**src/rtl/mtg_pkg.sv**
```systemverilog
// ----------------------------------------------------------------------------
// mtg_pkg: shared definitions of the Mersenne Twister generator
// Constants, operation codes and the twist and tempering functions.
// ----------------------------------------------------------------------------
package mtg_pkg;

  localparam int unsigned DefStateWords = 624;
  localparam int unsigned TwistOffset   = 397;
  localparam int unsigned WordW         = 32;

  localparam logic [WordW-1:0] TwistMatrix = 32'h9908_B0DF;
  localparam logic [WordW-1:0] HighBitMask = 32'h8000_0000;
  localparam logic [WordW-1:0] LowBitsMask = 32'h7FFF_FFFF;
  localparam logic [WordW-1:0] SeedMult    = 32'd69069;
  localparam logic [WordW-1:0] TemperB     = 32'h9D2C_5680;
  localparam logic [WordW-1:0] TemperC     = 32'hEFC6_0000;

  typedef logic [WordW-1:0] word_t;

  // Operation carried in tuser
  typedef enum logic [0:0] {
    FUNC_DRAW = 1'b0,
    FUNC_SEED = 1'b1
  } func_e;

  // Controller states, one-hot
  typedef enum logic [1:0] {
    ST_RUN  = 2'b01,
    ST_SEED = 2'b10
  } state_e;

  // New word from the head, its neighbor and the far tap
  function automatic word_t twist_word(word_t head, word_t nxt, word_t far);
    word_t y;
    word_t v;
    y = (head & HighBitMask) | (nxt & LowBitsMask);
    v = far ^ (y >> 1);
    if (y[0]) begin
      v = v ^ TwistMatrix;
    end
    return v;
  endfunction

  // Output tempering
  function automatic word_t temper(word_t w);
    word_t y;
    y = w;
    y = y ^ (y >> 11);
    y = y ^ ((y << 7) & TemperB);
    y = y ^ ((y << 15) & TemperC);
    y = y ^ (y >> 18);
    return y;
  endfunction

endpackage

```
**src/rtl/mtg_cell.sv**
```systemverilog
// ----------------------------------------------------------------------------
// mtg_cell: one state word of the shift ring
// Holds a 32-bit word and takes its neighbor's word on each shift.
// ----------------------------------------------------------------------------
module mtg_cell (
  input  logic               clk_i,
  input  logic               rst_ni,
  input  logic               shift_i,
  input  mtg_pkg::word_t     data_i,
  output mtg_pkg::word_t     data_o
);
  import mtg_pkg::*;

  word_t word_q;
  word_t word_d;

  // Take the neighbor's word on a shift, hold otherwise
  always_comb begin
    word_d = shift_i ? data_i : word_q;
  end

  always_ff @(posedge clk_i or negedge rst_ni) begin
    if (!rst_ni) begin
      word_q <= '0;
    end else begin
      word_q <= word_d;
    end
  end

  assign data_o = word_q;

endmodule

```
**config.mk**
```make
export PLATFORM = sky130hd
export DESIGN_NAME = mtg_cell
export DESIGN_NICKNAME = d
export VERILOG_FILES = /design/src/rtl/mtg_pkg.sv /design/src/rtl/mtg_cell.sv
export SDC_FILE = /design/constraint.sdc
export NUM_CORES = 1
export LEC_CHECK = 0
export BUFFER_PORTS_ARGS = -buffer_cell sky130_fd_sc_hd__buf_4
export CAP_MARGIN = 20
export CORE_AREA = 3 3 78 80
export CTS_CLUSTER_SIZE = 14
export DETAILED_ROUTE_END_ITERATION = 16
export DIE_AREA = 0 0 81 83
export MAX_ROUTING_LAYER = met4
export PLACE_DENSITY_LB_ADDON = 0.05
export SYNTH_ARGS = -nofsm -noshare
export SYNTH_HDL_FRONTEND = slang
export SYNTH_SLANG_ARGS = --single-unit
```
**constraint.sdc**
```tcl
create_clock -name clk_i -period 1 [get_ports clk_i]
set_input_delay 0.1 -clock clk_i [delete_from_list [all_inputs] [get_ports clk_i]]
set_output_delay 0.1 -clock clk_i [all_outputs]
set_load 0.005 [all_outputs]
```
==> metrics.md, run 1 <==
| Metric | Value |
|---|---|
| Total Neg Setup Slack | 0 ps |
| Floorplan die area | 6720 µm² |
| Resized Gates After CTS | 0 |
| Dpl hpwl | 2060 µm |
| Net count after synthesis | around 100 |
| Final Setup Violations | 0 |
| Sum of routed wire length over all layers | just under 3000 µm |
| Critical Path Sink Type | output port |
| First-pass GRT wire length | 4740 µm |
| # placed instances | 204 |
| Slew at the pin closest to its max-slew limit | between 400 and 500 ps |
| Clock tree from TritonCTS | built |
| Average detailed-routed wire length per instance | 13.6 µm |
| Effective utilization at floorplan | 0.246 |
| Count of cell types in the netlist | 5 |
| Startpoint type of the worst setup path | flop |
| Maximum capacitance violations | 0 |
| Maximum cell stage delay along the critical path | 390 ps |
| Initial antenna violation count | 0 |
| Share of synthesized area occupied by flip-flops and latches | 0.595 |
| Die Height | about 83 µm |
| Number of buffers and inverters on the critical path | 1 |
| Post-synthesis register bit count | 32 |
| Static leakage | between 0.001 and 0.0015 µW |
| Gate Count Post-Synth | 68 |
| Arrival @ worst endpoint | about 800 ps |
| Number of buffers added on ports | 66 |
| Ratio of routed vias to standard cells | 3.84 |
| Category of the critical setup timing path | flop to output port |
| Count of nets left with antenna violations after detail routing | 0 |
| Root buffer cell | sky130_fd_sc_hd__clkbuf_8 |
| Required time of the critical path | roughly 900 ps |
| Class of the tightest hold or removal check | primary input to flop |
| Synthesized area per cell | between 15 and 20 µm² |
| Cell count of the worst reg-to-reg path | 1 |
| Vias in the first global route | around 930 |
| Largest net degree at the start of global routing | 33 |
| Violation count after the first detailed-routing iteration | 38 |
| Clock latency of the later-clocked register in the worst-skew pair | between 200 and 300 ps |
| Total core area | 5470 µm² |
| GRT Total Usage | 0.0974 |
| Post-route minimum period | roughly 900 ps |
| Number of nets in the layout | ~180 |
| Worst r2r dst | data_o[20] |
| Sink count of the clock tree | 32 |
| Library cell contributing the largest single delay on the critical path | sky130_fd_sc_hd__dfrtp_1 |
| Detailed-routing iteration count for the pre-antenna-repair pass | 2 |
| Buffer levels on the longest clock path | 2 |
| Highest clock rate | ~1.1 GHz |
| Slack of the worst reg-to-reg path | around 230 ps |
| Maximum level of the CTS H-tree | 2 |
| DRC viols | 0 |
| Setup WS pre-CTS | approximately 120 ps |
| Maximum VDD drop | between 0.5 and 0.6 mV |
| Cell-by-cell listing of the critical path | buf_4 |
| Setup repair after global routing missed its margin | no |
| Die W | approximately 81 µm |
| Ant. Diodes | 0 |
| Number of placed I/O pins | 67 |
| Post-route worst setup slack | 100 ps |
| Max-slew headroom at the worst pin | 0.730 |
| Power per cell area | about 1600 nW/µm² |
| Site Rows | 27 |
| CP Launch Point | data_o[20] |
| CP Max Fanout | 2 |
| Outcome | finished, final reports clean |
| Global route total overflow | 0 |
| Final std cells w/o fill | between 200 and 250 |
| Vias post-DR | slightly above 800 |
| Largest delay contributor family on the critical path | flip-flops |
| Hold violation total from the final report | 0 |
| Beginning of the worst register-to-register path | data_o[20] |
| Cell Area, Synth | 1350 µm² |
| Min-Delay Path Depth | 2 |
| Final number of max-transition violations | 0 |
| TritonCTS Buffers | 5 |
| Depth of the critical timing path with buffers and inverters included | 1 |
| Synth warn | 0 |
| Crit share post-route | 0.900 |
| Worst Hold Launch | data_i[23] |
| Flip-flop count of the largest register, all copies and words added | 32 |
| Fraction of final layout cells with drive strength greater than 1 | 0.752 |
| Area added between synthesis and finish | 48.7% |
| Post-Route Skew | 0 ps |
| Clock edge transition at the registers on the reported setup and hold paths | ~60 ps |
| Worst Hold Endpoint | data_o[23] |
| RD Place Congestion | between 0.6 and 0.7 |
## cell usage after synthesis (all sizes together)
master / number / area [µm²]
dfrtp: 32 / 801
mux2: 32 / 473
buf: 4 / 71.3
## repair_timing
action | CTS | global route
hold buffers | 1 | 0
hold endpoints to repair | 32 | 0
setup buffers | 0 | 0
## where the power goes
group | internal (µW) | switching, µW | total [µW] | leakage, µW
sequential | 1430 | 71.0 | 1500 | 0.000374
combinational | 437 | 182 | 620 | 0.000595
clock | 561 | 436 | 997 | 0.0000455
total | 2420 | 689 | 3110 | 0.00101
## worst max-delay path by stage
stage / endpoint / slack [ps]
5_1_grt: data_o[22] / 50
2_1_floorplan: data_o[0] / 230
3_5_place_dp: data_o[0] / 120
3_3_place_gp: data_o[10] / 130
4_1_cts: data_o[22] / 70
6_report: data_o[20] / 100
## layout by cell type, fill, tap and decap left out
| cell | netlist | routed |
|---|---|---|
| sky130_fd_sc_hd__dlygate4sd3_1 | 0 | 1 |
| sky130_fd_sc_hd__clkbuf_1 | 0 | 2 |
| sky130_fd_sc_hd__mux2_2 | 2 | 2 |
| sky130_fd_sc_hd__clkbuf_8 | 0 | 6 |
| sky130_fd_sc_hd__buf_12 | 3 | 2 |
| sky130_fd_sc_hd__dfrtp_1 | 32 | 32 |
| sky130_fd_sc_hd__mux2_4 | 30 | 30 |
| sky130_fd_sc_hd__buf_4 | 0 | 66 |
## final cells by class
type                            count  area (µm²)
Tap cell                           72        90.1
Multi-Input combinational cell     32         473
Timing Repair Buffer               69         546
Fill cell                         557        3470
Clock buffer                        8        90.1
Sequential cell                    32         801
## through the flow
stage / cell area [µm²] / utilization / total power, µW / hold WS, ps
5_1_grt: 2000 / 0.365 / 3310 / 32.7
2_1_floorplan: 1350 / - / 1790 / -196
3_5_place_dp: 1900 / 0.347 / 2150 / 73.7
4_1_cts: 2000 / 0.365 / 3180 / 39.5
3_3_place_gp: 1900 / 0.347 / 2140 / 67.8
6_report: 2000 / 0.365 / 3110 / 52.6
## cell families after synthesis
group | after synthesis | share of synthesized area
buffers and inverters | 4 | 0.0530
DFF | 32 | 0.595
muxes | 32 | 0.352
## per-layer routing
layer	part of all wire	global-route usage	vias up
met5	0	-	-
met4	0.018	0.0415	0
met3	0.098	0.0445	5
met2	0.48	0.143	39
met1	0.41	0.114	394
li1	-	-	379
(Power assumes the default switching activity.)
==> run 2, diff against run 1 <==
--- a/config.mk
+++ b/config.mk
@@ -7,10 +7,10 @@
 export LEC_CHECK = 0
 export BUFFER_PORTS_ARGS = -buffer_cell sky130_fd_sc_hd__buf_4
 export CAP_MARGIN = 20
-export CORE_AREA = 3 3 78 80
+export CORE_AREA = 3 3 73 75
 export CTS_CLUSTER_SIZE = 14
 export DETAILED_ROUTE_END_ITERATION = 16
-export DIE_AREA = 0 0 81 83
+export DIE_AREA = 0 0 76 78
 export MAX_ROUTING_LAYER = met4
 export PLACE_DENSITY_LB_ADDON = 0.05
 export SYNTH_ARGS = -nofsm -noshare
==> metrics.md, run 2 (synthesized netlist as in run 1, its figures left out) <==
| Metric | Value |
|---|---|
| Outcome | finished, final reports clean (unchanged) |
| Post-route minimum period | 908 ps (was 900 ps) |
| Vias in the first global route | 912 (was 928) |
| Number of nets in the layout | 175 (unchanged) |
| DRC viols | 0 (unchanged) |
| Required time of the critical path | 900 ps (about the same) |
| Detailed-routing iteration count for the pre-antenna-repair pass | 2 (unchanged) |
| CP Launch Point | data_o[9] (was data_o[20]) |
| Category of the critical setup timing path | flop to output port (unchanged) |
| Worst Hold Launch | data_i[4] (was data_i[23]) |
| Min-Delay Path Depth | 2 (unchanged) |
| Sum of routed wire length over all layers | 2680 µm (was 2900 µm) |
| Average detailed-routed wire length per instance | 12.9 µm (was 13.6 µm) |
| First-pass GRT wire length | 4510 µm (was 4740 µm) |
| Total core area | 4720 µm² (was 5470 µm²) |
| Die Height | 78 µm (was 83 µm) |
| Area added between synthesis and finish | 48.2% (was 48.7%) |
| Site Rows | 25 (was 27) |
| Violation count after the first detailed-routing iteration | 42 (was 38) |
| Hold violation total from the final report | 0 (unchanged) |
| Number of buffers added on ports | 66 (unchanged) |
| Cell Area, Placed | 1890 µm² (was 1900 µm²) |
| Beginning of the worst register-to-register path | data_o[13] (was data_o[20]) |
| Largest delay contributor family on the critical path | flip-flops (unchanged) |
| Top library cells by usage in the layout, fill and taps aside | sky130_fd_sc_hd__buf_4 (66), sky130_fd_sc_hd__dfrtp_1 (32), sky130_fd_sc_hd__mux2_4 (30), sky130_fd_sc_hd__clkbuf_8 (6) (unchanged) |
| Highest clock rate | 1.10 GHz (was 1.11 GHz) |
| Ant. Diodes | 0 (unchanged) |
| Flip-flop count of the largest register, all copies and words added | 32 (unchanged) |
| Slew at the pin closest to its max-slew limit | 395 ps (was 405 ps) |
| Maximum cell stage delay along the critical path | 390 ps (about the same) |
| Critical Path Sink Type | output port (unchanged) |
| Die W | 76 µm (was 81 µm) |
| Arrival @ worst endpoint | 810 ps (was 800 ps) |
| Clock latency of the later-clocked register in the worst-skew pair | 270 ps (about the same) |
| Initial antenna violation count | 0 (unchanged) |
| GRT Total Usage | 0.100 (was 0.0974) |
| Count of nets left with antenna violations after detail routing | 0 (unchanged) |
| Buffers inserted by post-CTS timing repair | 0 (unchanged) |
| Maximum capacitance violations | 0 (unchanged) |
| Final std cell area, no fill | 1990 µm² (was 2000 µm²) |
| Startpoint type of the worst setup path | flop (unchanged) |
| Root buffer cell | sky130_fd_sc_hd__clkbuf_8 (unchanged) |
| Effective utilization at floorplan | 0.285 (was 0.246) |
| Buffer levels on the longest clock path | 2 (unchanged) |
| Worst Hold Endpoint | data_o[4] (was data_o[23]) |
| Maximum level of the CTS H-tree | 2 (unchanged) |
| Floorplan die area | 5930 µm² (was 6720 µm²) |
| Ratio of routed vias to standard cells | 3.99 (was 3.84) |
| Largest net degree at the start of global routing | 33 (unchanged) |
| RD Place Congestion | 0.656 (was 0.629) |
| Dpl hpwl | 1930 µm (was 2060 µm) |
| Cell count of the worst reg-to-reg path | 1 (unchanged) |
| Final Setup Violations | 0 (unchanged) |
| Power per cell area | 1560 nW/µm² (about the same) |
| CP Max Fanout | 2 (unchanged) |
| Total Neg Setup Slack | 0 ps (unchanged) |
| Clock tree from TritonCTS | built (unchanged) |
| Slack of the worst reg-to-reg path | 220 ps (was 230 ps) |
| Post-Route Skew | 0 ps (unchanged) |
| Crit share post-route | 0.908 (was 0.900) |
| Resized Gates After CTS | 0 (unchanged) |
| Worst r2r dst | data_o[13] (was data_o[20]) |
| Sink count of the clock tree | 32 (unchanged) |
| Static leakage | 0.00101 µW (unchanged) |
| Final number of max-transition violations | 0 (unchanged) |
| Setup repair after global routing missed its margin | no (unchanged) |
| Maximum VDD drop | 0.500 mV (was 0.533 mV) |
| Number of buffers and inverters on the critical path | 1 (unchanged) |
| Vias post-DR | 829 (was 817) |
| Clock edge transition at the registers on the reported setup and hold paths | 60 ps (about the same) |
| Class of the tightest hold or removal check | primary input to flop (unchanged) |
| Fraction of final layout cells with drive strength greater than 1 | 0.752 (unchanged) |
| Most common library cell in the layout ignoring fill and taps | sky130_fd_sc_hd__buf_4 (unchanged) |
| TritonCTS Buffers | 5 (unchanged) |
| Cell-by-cell listing of the critical path | buf_4 (unchanged) |
| Max-slew headroom at the worst pin | 0.736 (was 0.730) |
| Global route total overflow | 0 (unchanged) |
| Number of placed I/O pins | 67 (unchanged) |
| Library cell contributing the largest single delay on the critical path | sky130_fd_sc_hd__dfrtp_1 (unchanged) |
run 2: worst max-delay path by stage:
stage | to | slack [ps] | cells past startpoint
2_1_floorplan | data_o[0] | 230 | 3
5_1_grt | data_o[13] | 50 | 1
4_1_cts | data_o[13] | 70 | 1
6_report | data_o[9] | 90 | 1
3_3_place_gp | data_o[31] | 150 | 3
3_5_place_dp | data_o[31] | 150 | 3
run 2: metrics by stage:
step                power (µW)  instances   util  hold WS (ps)  worst slack, ps
CTS                       3180        208  0.422          34.9             73.9
floorplan                 1790         68      -          -196              233
global placement          2140        199  0.401          64.9              151
detailed placement        2140        199  0.401          66.1              147
finish                    3110        208  0.422          49.5             92.4
global route              3280        208  0.422          34.3             49.6
run 2: metal layers:
metal | GRT usage | wire length [µm] | vias to the layer above
li1 | - | - | 378
met1 | 0.115 | 1140 | 403
met2 | 0.153 | 1250 | 44
met3 | 0.0476 | 272 | 4
met4 | 0.0380 | 25 | 0
met5 | - | 0 | -
run 2: area by class of cell:
class,instances,area (µm²)
well taps,67,83.8
fillers,459,2730
clock buffers,8,90.1
flip-flops and latches,32,801
multi-input cells,32,473
repair buffers,69,546
run 2: what timing repair did:
item | in CTS | in global routing
hold buffers | 1 | 0
setup endpoints to repair | 0 | 0
endpoints found under the hold margin | 32 | 0
run 2: power by group:
| part | internal (µW) | leakage (µW) | switching (µW) |
|---|---|---|---|
| registers | 1430 | 0.000374 | 73.5 |
| logic | 437 | 0.000595 | 176 |
| clock network | 560 | 0.0000455 | 434 |
| total | 2420 | 0.00101 | 684 |
