[src/rtl/mtg_pkg.sv]
// ----------------------------------------------------------------------------
// mtg_pkg: shared definitions of the Mersenne Twister generator
// Constants, operation codes and the twist and tempering functions.
// ----------------------------------------------------------------------------
package mtg_pkg;

  localparam int unsigned DefStateWords = 624;
  localparam int unsigned TwistOffset   = 397;
  localparam int unsigned WordW         = 32;

  localparam logic [WordW-1:0] TwistMatrix = 32'h9908_B0DF;
  localparam logic [WordW-1:0] HighBitMask = 32'h8000_0000;
  localparam logic [WordW-1:0] LowBitsMask = 32'h7FFF_FFFF;
  localparam logic [WordW-1:0] SeedMult    = 32'd69069;
  localparam logic [WordW-1:0] TemperB     = 32'h9D2C_5680;
  localparam logic [WordW-1:0] TemperC     = 32'hEFC6_0000;

  typedef logic [WordW-1:0] word_t;

  // Operation carried in tuser
  typedef enum logic [0:0] {
    FUNC_DRAW = 1'b0,
    FUNC_SEED = 1'b1
  } func_e;

  // Controller states, one-hot
  typedef enum logic [1:0] {
    ST_RUN  = 2'b01,
    ST_SEED = 2'b10
  } state_e;

  // New word from the head, its neighbor and the far tap
  function automatic word_t twist_word(word_t head, word_t nxt, word_t far);
    word_t y;
    word_t v;
    y = (head & HighBitMask) | (nxt & LowBitsMask);
    v = far ^ (y >> 1);
    if (y[0]) begin
      v = v ^ TwistMatrix;
    end
    return v;
  endfunction

  // Output tempering
  function automatic word_t temper(word_t w);
    word_t y;
    y = w;
    y = y ^ (y >> 11);
    y = y ^ ((y << 7) & TemperB);
    y = y ^ ((y << 15) & TemperC);
    y = y ^ (y >> 18);
    return y;
  endfunction

endpackage

[src/rtl/mtg_twist.sv]
// ----------------------------------------------------------------------------
// mtg_twist: twist and tempering unit
// Forms the next state word from three ring taps and tempers it.
// ----------------------------------------------------------------------------
module mtg_twist (
  input  mtg_pkg::word_t head_i,
  input  mtg_pkg::word_t next_i,
  input  mtg_pkg::word_t far_i,
  output mtg_pkg::word_t word_o,
  output mtg_pkg::word_t tempered_o
);
  import mtg_pkg::*;

  // Twist the head word, then temper the result
  always_comb begin
    word_o     = twist_word(head_i, next_i, far_i);
    tempered_o = temper(word_o);
  end

endmodule

[config.mk]
export PLATFORM = sky130hd
export DESIGN_NAME = mtg_twist
export DESIGN_NICKNAME = d
export VERILOG_FILES = /design/src/rtl/mtg_pkg.sv /design/src/rtl/mtg_twist.sv
export SDC_FILE = /design/constraint.sdc
export NUM_CORES = 1
export LEC_CHECK = 0
export BUFFER_PORTS_ARGS = -buffer_cell sky130_fd_sc_hd__clkbuf_2
export CORE_MARGIN = 3
export CORE_UTILIZATION = 34
export DETAILED_ROUTE_END_ITERATION = 7
export GPL_TIMING_DRIVEN = 0
export PLACE_DENSITY = 0.9
export SLEW_MARGIN = 20
export SYNTH_ARGS = -nofsm -noshare
export SYNTH_HDL_FRONTEND = slang
export SYNTH_SLANG_ARGS = --single-unit
[constraint.sdc]
create_clock -name vclk -period 3.65
set_input_delay 0.5475 -clock vclk [all_inputs]
set_output_delay 0.5475 -clock vclk [all_outputs]
set_load 0.03 [all_outputs]
==> results of run 1 <==
==> Yosys cell counts, drive strengths merged <==
cell,number
xor3,5
xor2,27
xnor3,5
inv,8
buf,2
xnor2,66
==> logic make-up after synthesis <==
logic type | count (synthesis) | synth area share (%)
buffers and inverters | 10 | 4.20
XOR/XNOR | 103 | 95.8
==> where the power goes <==
group          total [mW]  internal, mW  switching (mW)
logic                1.22         0.414           0.807
registers               0             0               0
clock network           0             0               0
==> stage by stage <==
step	hold slack [ps]	utilization, %	cell area, µm²
6_report	1440	58.2	1790
4_1_cts	1440	58.2	1790
3_3_place_gp	1440	58.2	1790
3_5_place_dp	1440	58.2	1790
2_1_floorplan	1280	-	1100
5_1_grt	1470	58.2	1790
==> critical path, cell delays in order <==
cell	delay, ps
clkbuf_2	90
xnor2_1	170
xnor2_1	440
xnor3_1	530
xnor2_1	190
clkbuf_2	230
==> how the worst max path moves through the flow <==
stage	from	end	cells past startpoint
after global routing	next_i[12]	tempered_o[0]	6
after CTS	far_i[11]	tempered_o[0]	6
after global placement	next_i[8]	tempered_o[4]	6
after floorplan	next_i[17]	tempered_o[9]	4
after detailed placement	far_i[11]	tempered_o[0]	6
final	far_i[11]	tempered_o[0]	6
==> final cells by class <==
class / instances / area [µm²]
Buffer: 2 / 16.3
Fill cell: 302 / 1290
Inverter: 8 / 30.0
Multi-Input combinational cell: 103 / 1050
Tap cell: 44 / 55.1
Timing Repair Buffer: 127 / 636
==> routing by layer <==
metal | routed length (µm) | track usage (%)
met1 | 1100 | 15.3
met2 | 1830 | 34.4
met3 | 242 | 1.80
met4 | 0 | 0.275
met5 | 0 | 0
==> impl_metrics.csv, run 1 <==
group,metric,value,unit
run_status,status,"completed",
routing,routed_wirelength,3180,µm
synth,synth.net_count,209,
layout,area_growth_syn_to_layout,62.7,%
routing,dr.first_iter.drc_count,6,
timing,period_share,75.4,%
die,rows,20,
grt,grt_max_degree,11,
worst_setup_path,required,3100,ps
layout,final_cell_count_no_fill,284,
run,maxCapViolCount,0,
worst_setup_path,critPathKind,"in2out",
timing,max_freq,363,MHz
synth,synth_top_area_share,51.7,%
hold_path,hold_end,"word_o[17]",
die,die_area,3960,µm²
die,die-height,62.9,µm
routing,via_count,1206,
synth,yosysUniqueCellTypes,9,
synth,synth.avg_cell_area,9.74,µm²
worst_setup_path,cp-start-kind,"input port",
timing,worst_slack,898,ps
synth,synth_cells,113,
clock_network,cts_setup_buffers,0,
power,power,1.22,mW
routing,route.antenna.remaining_nets,0,
placed_design,place_congestion,0.730,
layout,clock_buffer_count,0,
grt,grt_overflow_total,0,
die,die_w,62.9,µm
timing,slew_headroom,61.7,%
hold_path,min_from,"far_i[17]",
timing,finalCriticalPeriod,2750,ps
layout,layout_common_cells,"clkbuf_2, xnor2_1, xor2_1",
routing,dr.pass1.iters,2,
power,p_per_area,682,nW/µm²
grt,grt_use_total,15.5,%
die,core,3080,µm²
synth,yosysSeqAreaShare,0,%
placed_design,hpwl,2990,µm
placed_design,portBuffers,127,
synth,synth.area.top_cells,"xnor2_1, xor2_1, xnor3_1, xor3_1, inv_1",
timing,slew_violations,0,
synth,syn_area,1100,µm²
layout,nFlopsAndLatches,0,
layout,final_common_cell,"clkbuf_2",
grt,grt_pass1_vias,1286,
clock_network,ctsHoldBuffers,0,
layout,nNetsFinal,338,
hold_path,hp-class,"in2out",
timing,finalHoldViolCount,0,
placed_design,post-place-ws,888,ps
placed_design,dp.cells,284,
timing,setup_tns,0,ps
worst_setup_path,path_max_fanout,4,
routing,wire_per_inst,11.2,µm
grt,antenna_found_initial,0,
layout,antenna_cells,0,
worst_setup_path,endpoint_kind,"primary output",
clock_network,cts_resized,0,
die,ioPinCount,160,
power,p_leak,0.992,nW
timing,grt_setup_unrepaired,"false",
timing,setup_viol,0,
synth,synth.largest_area_cell,"xnor2_1",
worst_setup_path,cp.arrival,2200,ps
layout,layout-drive-gt1-share,54.6,%
die,start_util,35.8,%
routing,drc_errors,0,
hold_path,hold_depth,3,
routing,viasPerCell,4.25,
synth,synth_warnings,0,
power,irDropWorstVdd,409,µV
layout,ff_latch_area,0,µm²
timing,tightestPinTransition,573,ps
grt,grt_pass1_wl,5260,µm
(Power assumes the default switching activity.)
==> run 2, diff against run 1 <==
--- a/config.mk
+++ b/config.mk
@@ -7,10 +7,10 @@
 export LEC_CHECK = 0
 export BUFFER_PORTS_ARGS = -buffer_cell sky130_fd_sc_hd__clkbuf_2
 export CORE_MARGIN = 3
-export CORE_UTILIZATION = 34
+export CORE_UTILIZATION = 32
 export DETAILED_ROUTE_END_ITERATION = 7
 export GPL_TIMING_DRIVEN = 0
-export PLACE_DENSITY = 0.9
+export PLACE_DENSITY = 0.86
 export SLEW_MARGIN = 20
 export SYNTH_ARGS = -nofsm -noshare
 export SYNTH_HDL_FRONTEND = slang
==> constraint.sdc (replaced) <==
create_clock -name vclk -period 2.84
set_input_delay 0.426 -clock vclk [all_inputs]
set_output_delay 0.426 -clock vclk [all_outputs]
set_load 0.03 [all_outputs]
==> run 2 against run 1 <==
Effect of this change:
- critical path depth stayed put
- count of clock-buffer cells in the layout unchanged
- first-iteration DRC count rose by 67%
- global-route usage shrank 1.4 points
- die area grew 5.7%
- largest cell class unchanged
- flip-flop and latch count is the same
- routed wire length shrank 1.7%
- combinational power is 30% higher
- total power increased by 29%
- worst hold slack got worse by 240 ps
- core utilization is 1.1 points lower
- cell area is 1.3% higher
==> impl_metrics.csv, run 2 (synthesis gave the netlist of run 1 again) <==
group,metric,value,unit
run_status,status,"completed",
hold_path,min_from,"far_i[9]",
worst_setup_path,cp-start-kind,"input port",
grt,grt_pass1_wl,4900,µm
die,die_w,64.7,µm
timing,finalHoldViolCount,0,
timing,slew_violations,0,
timing,setup_viol,0,
timing,period_share,88.5,%
worst_setup_path,critPathLaunch,"next_i[8]",
routing,wire_per_inst,11.0,µm
layout,multi_input_area,1080,µm²
worst_setup_path,endpoint_kind,"primary output",
layout,fin_area,1810,µm²
placed_design,portBuffers,127,
timing,slew_headroom,64.6,%
timing,finalCriticalPeriod,2510,ps
layout,final_common_cell,"clkbuf_2",
grt,grt_max_degree,11,
timing,setup_tns,0,ps
routing,dr.first_iter.drc_count,10,
hold_path,hold_depth,3,
timing,fin_hold_ws,1200,ps
routing,via_count,1184,
layout,layout-drive-gt1-share,55.8,%
grt,grt_use_total,14.1,%
clock_network,cts_resized,0,
layout,ff_latch_area,0,µm²
timing,grt_setup_unrepaired,"false",
layout,layout_common_cells,"clkbuf_2, xnor2_1, xor2_1",
layout,final_core_util,57.1,%
worst_setup_path,required,2410,ps
placed_design,hpwl,2990,µm
routing,route.antenna.remaining_nets,0,
worst_setup_path,cp.arrival,2090,ps
routing,routed_wirelength,3120,µm
layout,area_growth_syn_to_layout,64.8,%
run,maxCapViolCount,0,
die,rows,20,
power,p_per_area,871,nW/µm²
die,ioPinCount,160,
placed_design,dp.cells,284,
routing,viasPerCell,4.17,
routing,drc_errors,0,
timing,worst_slack,325,ps
timing,tightestPinTransition,527,ps
layout,nFlopsAndLatches,0,
placed_design,post-place-ws,294,ps
power,irDropWorstVdd,524,µV
clock_network,cts_setup_buffers,0,
die,core,3180,µm²
power,p_leak,1.00,nW
die,start_util,34.6,%
layout,clock_buffer_count,0,
grt,grt_overflow_total,0,
layout,antenna_cells,0,
power,power,1.58,mW
hold_path,hp-class,"in2out",
worst_setup_path,path_max_fanout,3,
die,die_area,4180,µm²
clock_network,ctsHoldBuffers,0,
layout,final_cell_count_no_fill,284,
routing,dr.pass1.iters,2,
grt,grt_pass1_vias,1130,
grt,antenna_found_initial,0,
layout,nNetsFinal,338,
die,die-height,64.7,µm
worst_setup_path,critPathKind,"in2out",
placed_design,place_congestion,0.677,
timing,max_freq,398,MHz
placed_design,placed_area,1810,µm²
layout,fillers,320,
[run 2: cell count changes in the layout (fill, tap and decap cells not counted)]
| cell | change |
|---|---|
| xnor2_2 | +1 |
| xor2_2 | +2 |
| xnor2_1 | -1 |
| xor2_1 | -2 |
[run 2: power by group]
| part | internal, mW | switching, mW |
|---|---|---|
| Combinational | 0.540 | 1.04 |
| Sequential | 0 | 0 |
| Clock | 0 | 0 |
[run 2: per-layer routing]
metal / share of wire, % / wire length [µm] / GRT usage (%)
met5: 0 / 0 / 0
met3: 13 / 413 / 2.95
met1: 33 / 1030 / 14.3
met4: 0 / 0 / 0
met2: 54 / 1670 / 30.2
[run 2: worst max-delay path, cell delays in order]
cell and delay (ps):
clkbuf_2 90, xnor2_1 300, xor3_1 470, xnor3_1 430
xnor2_2 160, clkbuf_2 210
[run 2: area by class of cell]
cell class                 instances  area share, %
timing repair buffer             127           35.0
multi-input combinational        103           59.4
buffer                             2          0.897
inverter                           8           1.66
tap                               44           3.03
[run 2: path summary, 6_finish.rpt]
check       endpoint  slack [ps]
max    tempered_o[4]         330
min        word_o[9]        1200
==> run 3, diff against run 2 <==
--- a/config.mk
+++ b/config.mk
@@ -7,10 +7,11 @@
 export LEC_CHECK = 0
 export BUFFER_PORTS_ARGS = -buffer_cell sky130_fd_sc_hd__clkbuf_2
 export CORE_MARGIN = 3
-export CORE_UTILIZATION = 32
+export CORE_UTILIZATION = 34
 export DETAILED_ROUTE_END_ITERATION = 7
 export GPL_TIMING_DRIVEN = 0
-export PLACE_DENSITY = 0.86
+export PLACE_DENSITY = 0.9
+export SETUP_SLACK_MARGIN = 0.1
 export SLEW_MARGIN = 20
 export SYNTH_ARGS = -nofsm -noshare
 export SYNTH_HDL_FRONTEND = slang
==> constraint.sdc (replaced) <==
create_clock -name vclk -period 2.9
set_input_delay 0.435 -clock vclk [all_inputs]
set_output_delay 0.435 -clock vclk [all_outputs]
set_load 0.03 [all_outputs]
==> run 3 against run 2 <==
Effect of this change:
- flip-flop and latch count stayed put
- critical path depth did not move
- die area down 5.4%
- largest cell class unchanged
- total power fell by 1.4%
==> impl_metrics.csv, run 3 (synthesis gave the netlist of run 1 again) <==
group,metric,value,unit
layout,clock_buffer_count,0,
power,swShare,65.9,%
grt,met2_usage,31.6,%
timing,finalHoldViolCount,0,
worst_setup_path,critPathKind,"in2out",
placed_design,place_congestion,0.702,
timing,tightestPinTransition,541,ps
grt,grt_pass1_wl,5020,µm
grt,grt_overflow_total,0,
power,internal-power,0.532,mW
layout,nNetsFinal,338,
layout,final_common_cell,"clkbuf_2",
layout,nFlopsAndLatches,0,
layout,layout_common_cells,"clkbuf_2, xnor2_1, xor2_1",
worst_setup_path,required,2470,ps
placed_design,dp.cells,284,
layout,antenna_cells,0,
timing,setup_viol,0,
clock_network,cts_setup_buffers,0,
routing,wire_per_inst,11.0,µm
timing,slew_headroom,63.6,%
hold_path,hp-class,"in2out",
power,clkPwrFrac,0,%
timing,finalCriticalPeriod,2520,ps
grt,grtUsageMet3,1.62,%
hold_path,hold_depth,3,
power,irDropWorstVdd,700,µV
die,start_util,35.8,%
worst_setup_path,path_max_fanout,3,
grt,met1_usage,16.3,%
timing,slew_violations,0,
layout,layout-drive-gt1-share,56.7,%
worst_setup_path,endpoint_kind,"primary output",
grt,grt-busiest-layer,"met2",
layout,final_cell_count_no_fill,284,
timing,period_share,86.9,%
clock_network,ctsHoldBuffers,0,
run_status,status,"completed",
power,p_seq_share,0,%
power,p_comb_share,100.0,%
layout,ff_latch_area,0,µm²
worst_setup_path,cp-start-kind,"input port",
die,die_w,62.9,µm
run,maxCapViolCount,0,
power,p_per_area,852,nW/µm²
routing,viasPerCell,4.19,
placed_design,hpwl,2940,µm
routing,routed_wirelength,3110,µm
routing,dr.first_iter.drc_count,10,
worst_setup_path,cp.arrival,2080,ps
die,die-height,62.9,µm
power,switchingPower,1.03,mW
die,ioPinCount,160,
routing,via_count,1189,
grt,grt_pass1_vias,1188,
power,power,1.56,mW
die,rows,20,
routing,route.antenna.remaining_nets,0,
clock_network,cts_resized,0,
power,p_leak,1.01,nW
grt,antenna_found_initial,0,
grt,grt_use_total,15.0,%
timing,grt_setup_unrepaired,"false",
placed_design,portBuffers,127,
die,core,3080,µm²
routing,drc_errors,0,
die,die_area,3960,µm²
layout,area_growth_syn_to_layout,66.1,%
routing,dr.pass1.iters,2,
timing,max_freq,397,MHz
grt,grt_max_degree,11,
[run 3: cell count changes in the layout (fill, tap and decap cells not counted)]
cell | before | now
xnor2_1 | 64 | 63
xnor2_2 | 2 | 3
xor2_1 | 25 | 24
xor2_2 | 2 | 3
[run 3: layer usage]
metal,vias up,wire length (µm),share of wire [%]
met1,530,1120,36
met3,0,254,8.2
li1,592,-,-
met4,0,0,0
met5,-,0,0
met2,67,1730,56
[run 3: layout make-up]
type / instances / area, µm²
Buffer: 2 / 16.3
Fill cell: 290 / 1250
Inverter: 8 / 30.0
Multi-Input combinational cell: 103 / 1090
Tap cell: 44 / 55.1
Timing Repair Buffer: 127 / 636
[run 3: power by group through the flow]
stage | registers, mW | logic (mW) | clock network, mW
after global routing | 0 | 1.65 | 0
after detailed placement | 0 | 1.57 | 0
final | 0 | 1.56 | 0
after global placement | 0 | 1.55 | 0
after CTS | 0 | 1.58 | 0
after floorplan | 0 | 1.17 | 0
[run 3: worst max-delay path, stage by stage]
cell	delay, ps
clkbuf_2	90
xnor2_1	300
xor3_1	460
xnor3_1	420
xnor2_2	160
clkbuf_2	220
[run 3: per-stage QoR]
step | util, % | setup TNS [ps] | worst slack [ps] | hold WS (ps) | area [µm²]
floorplan | - | -35.9 | -35.9 | 1010 | 1140
global placement | 59.4 | 0 | 352 | 1210 | 1830
detailed placement | 59.4 | 0 | 355 | 1220 | 1830
CTS | 59.4 | 0 | 352 | 1220 | 1830
global route | 59.4 | 0 | 246 | 1240 | 1830
finish | 59.4 | 0 | 381 | 1220 | 1830
[run 3: final timing paths]
| check | from | endpoint | slack, ps |
|---|---|---|---|
| setup / recovery | next_i[8] | tempered_o[4] | 380 |
| hold / removal | far_i[10] | word_o[10] | 1220 |
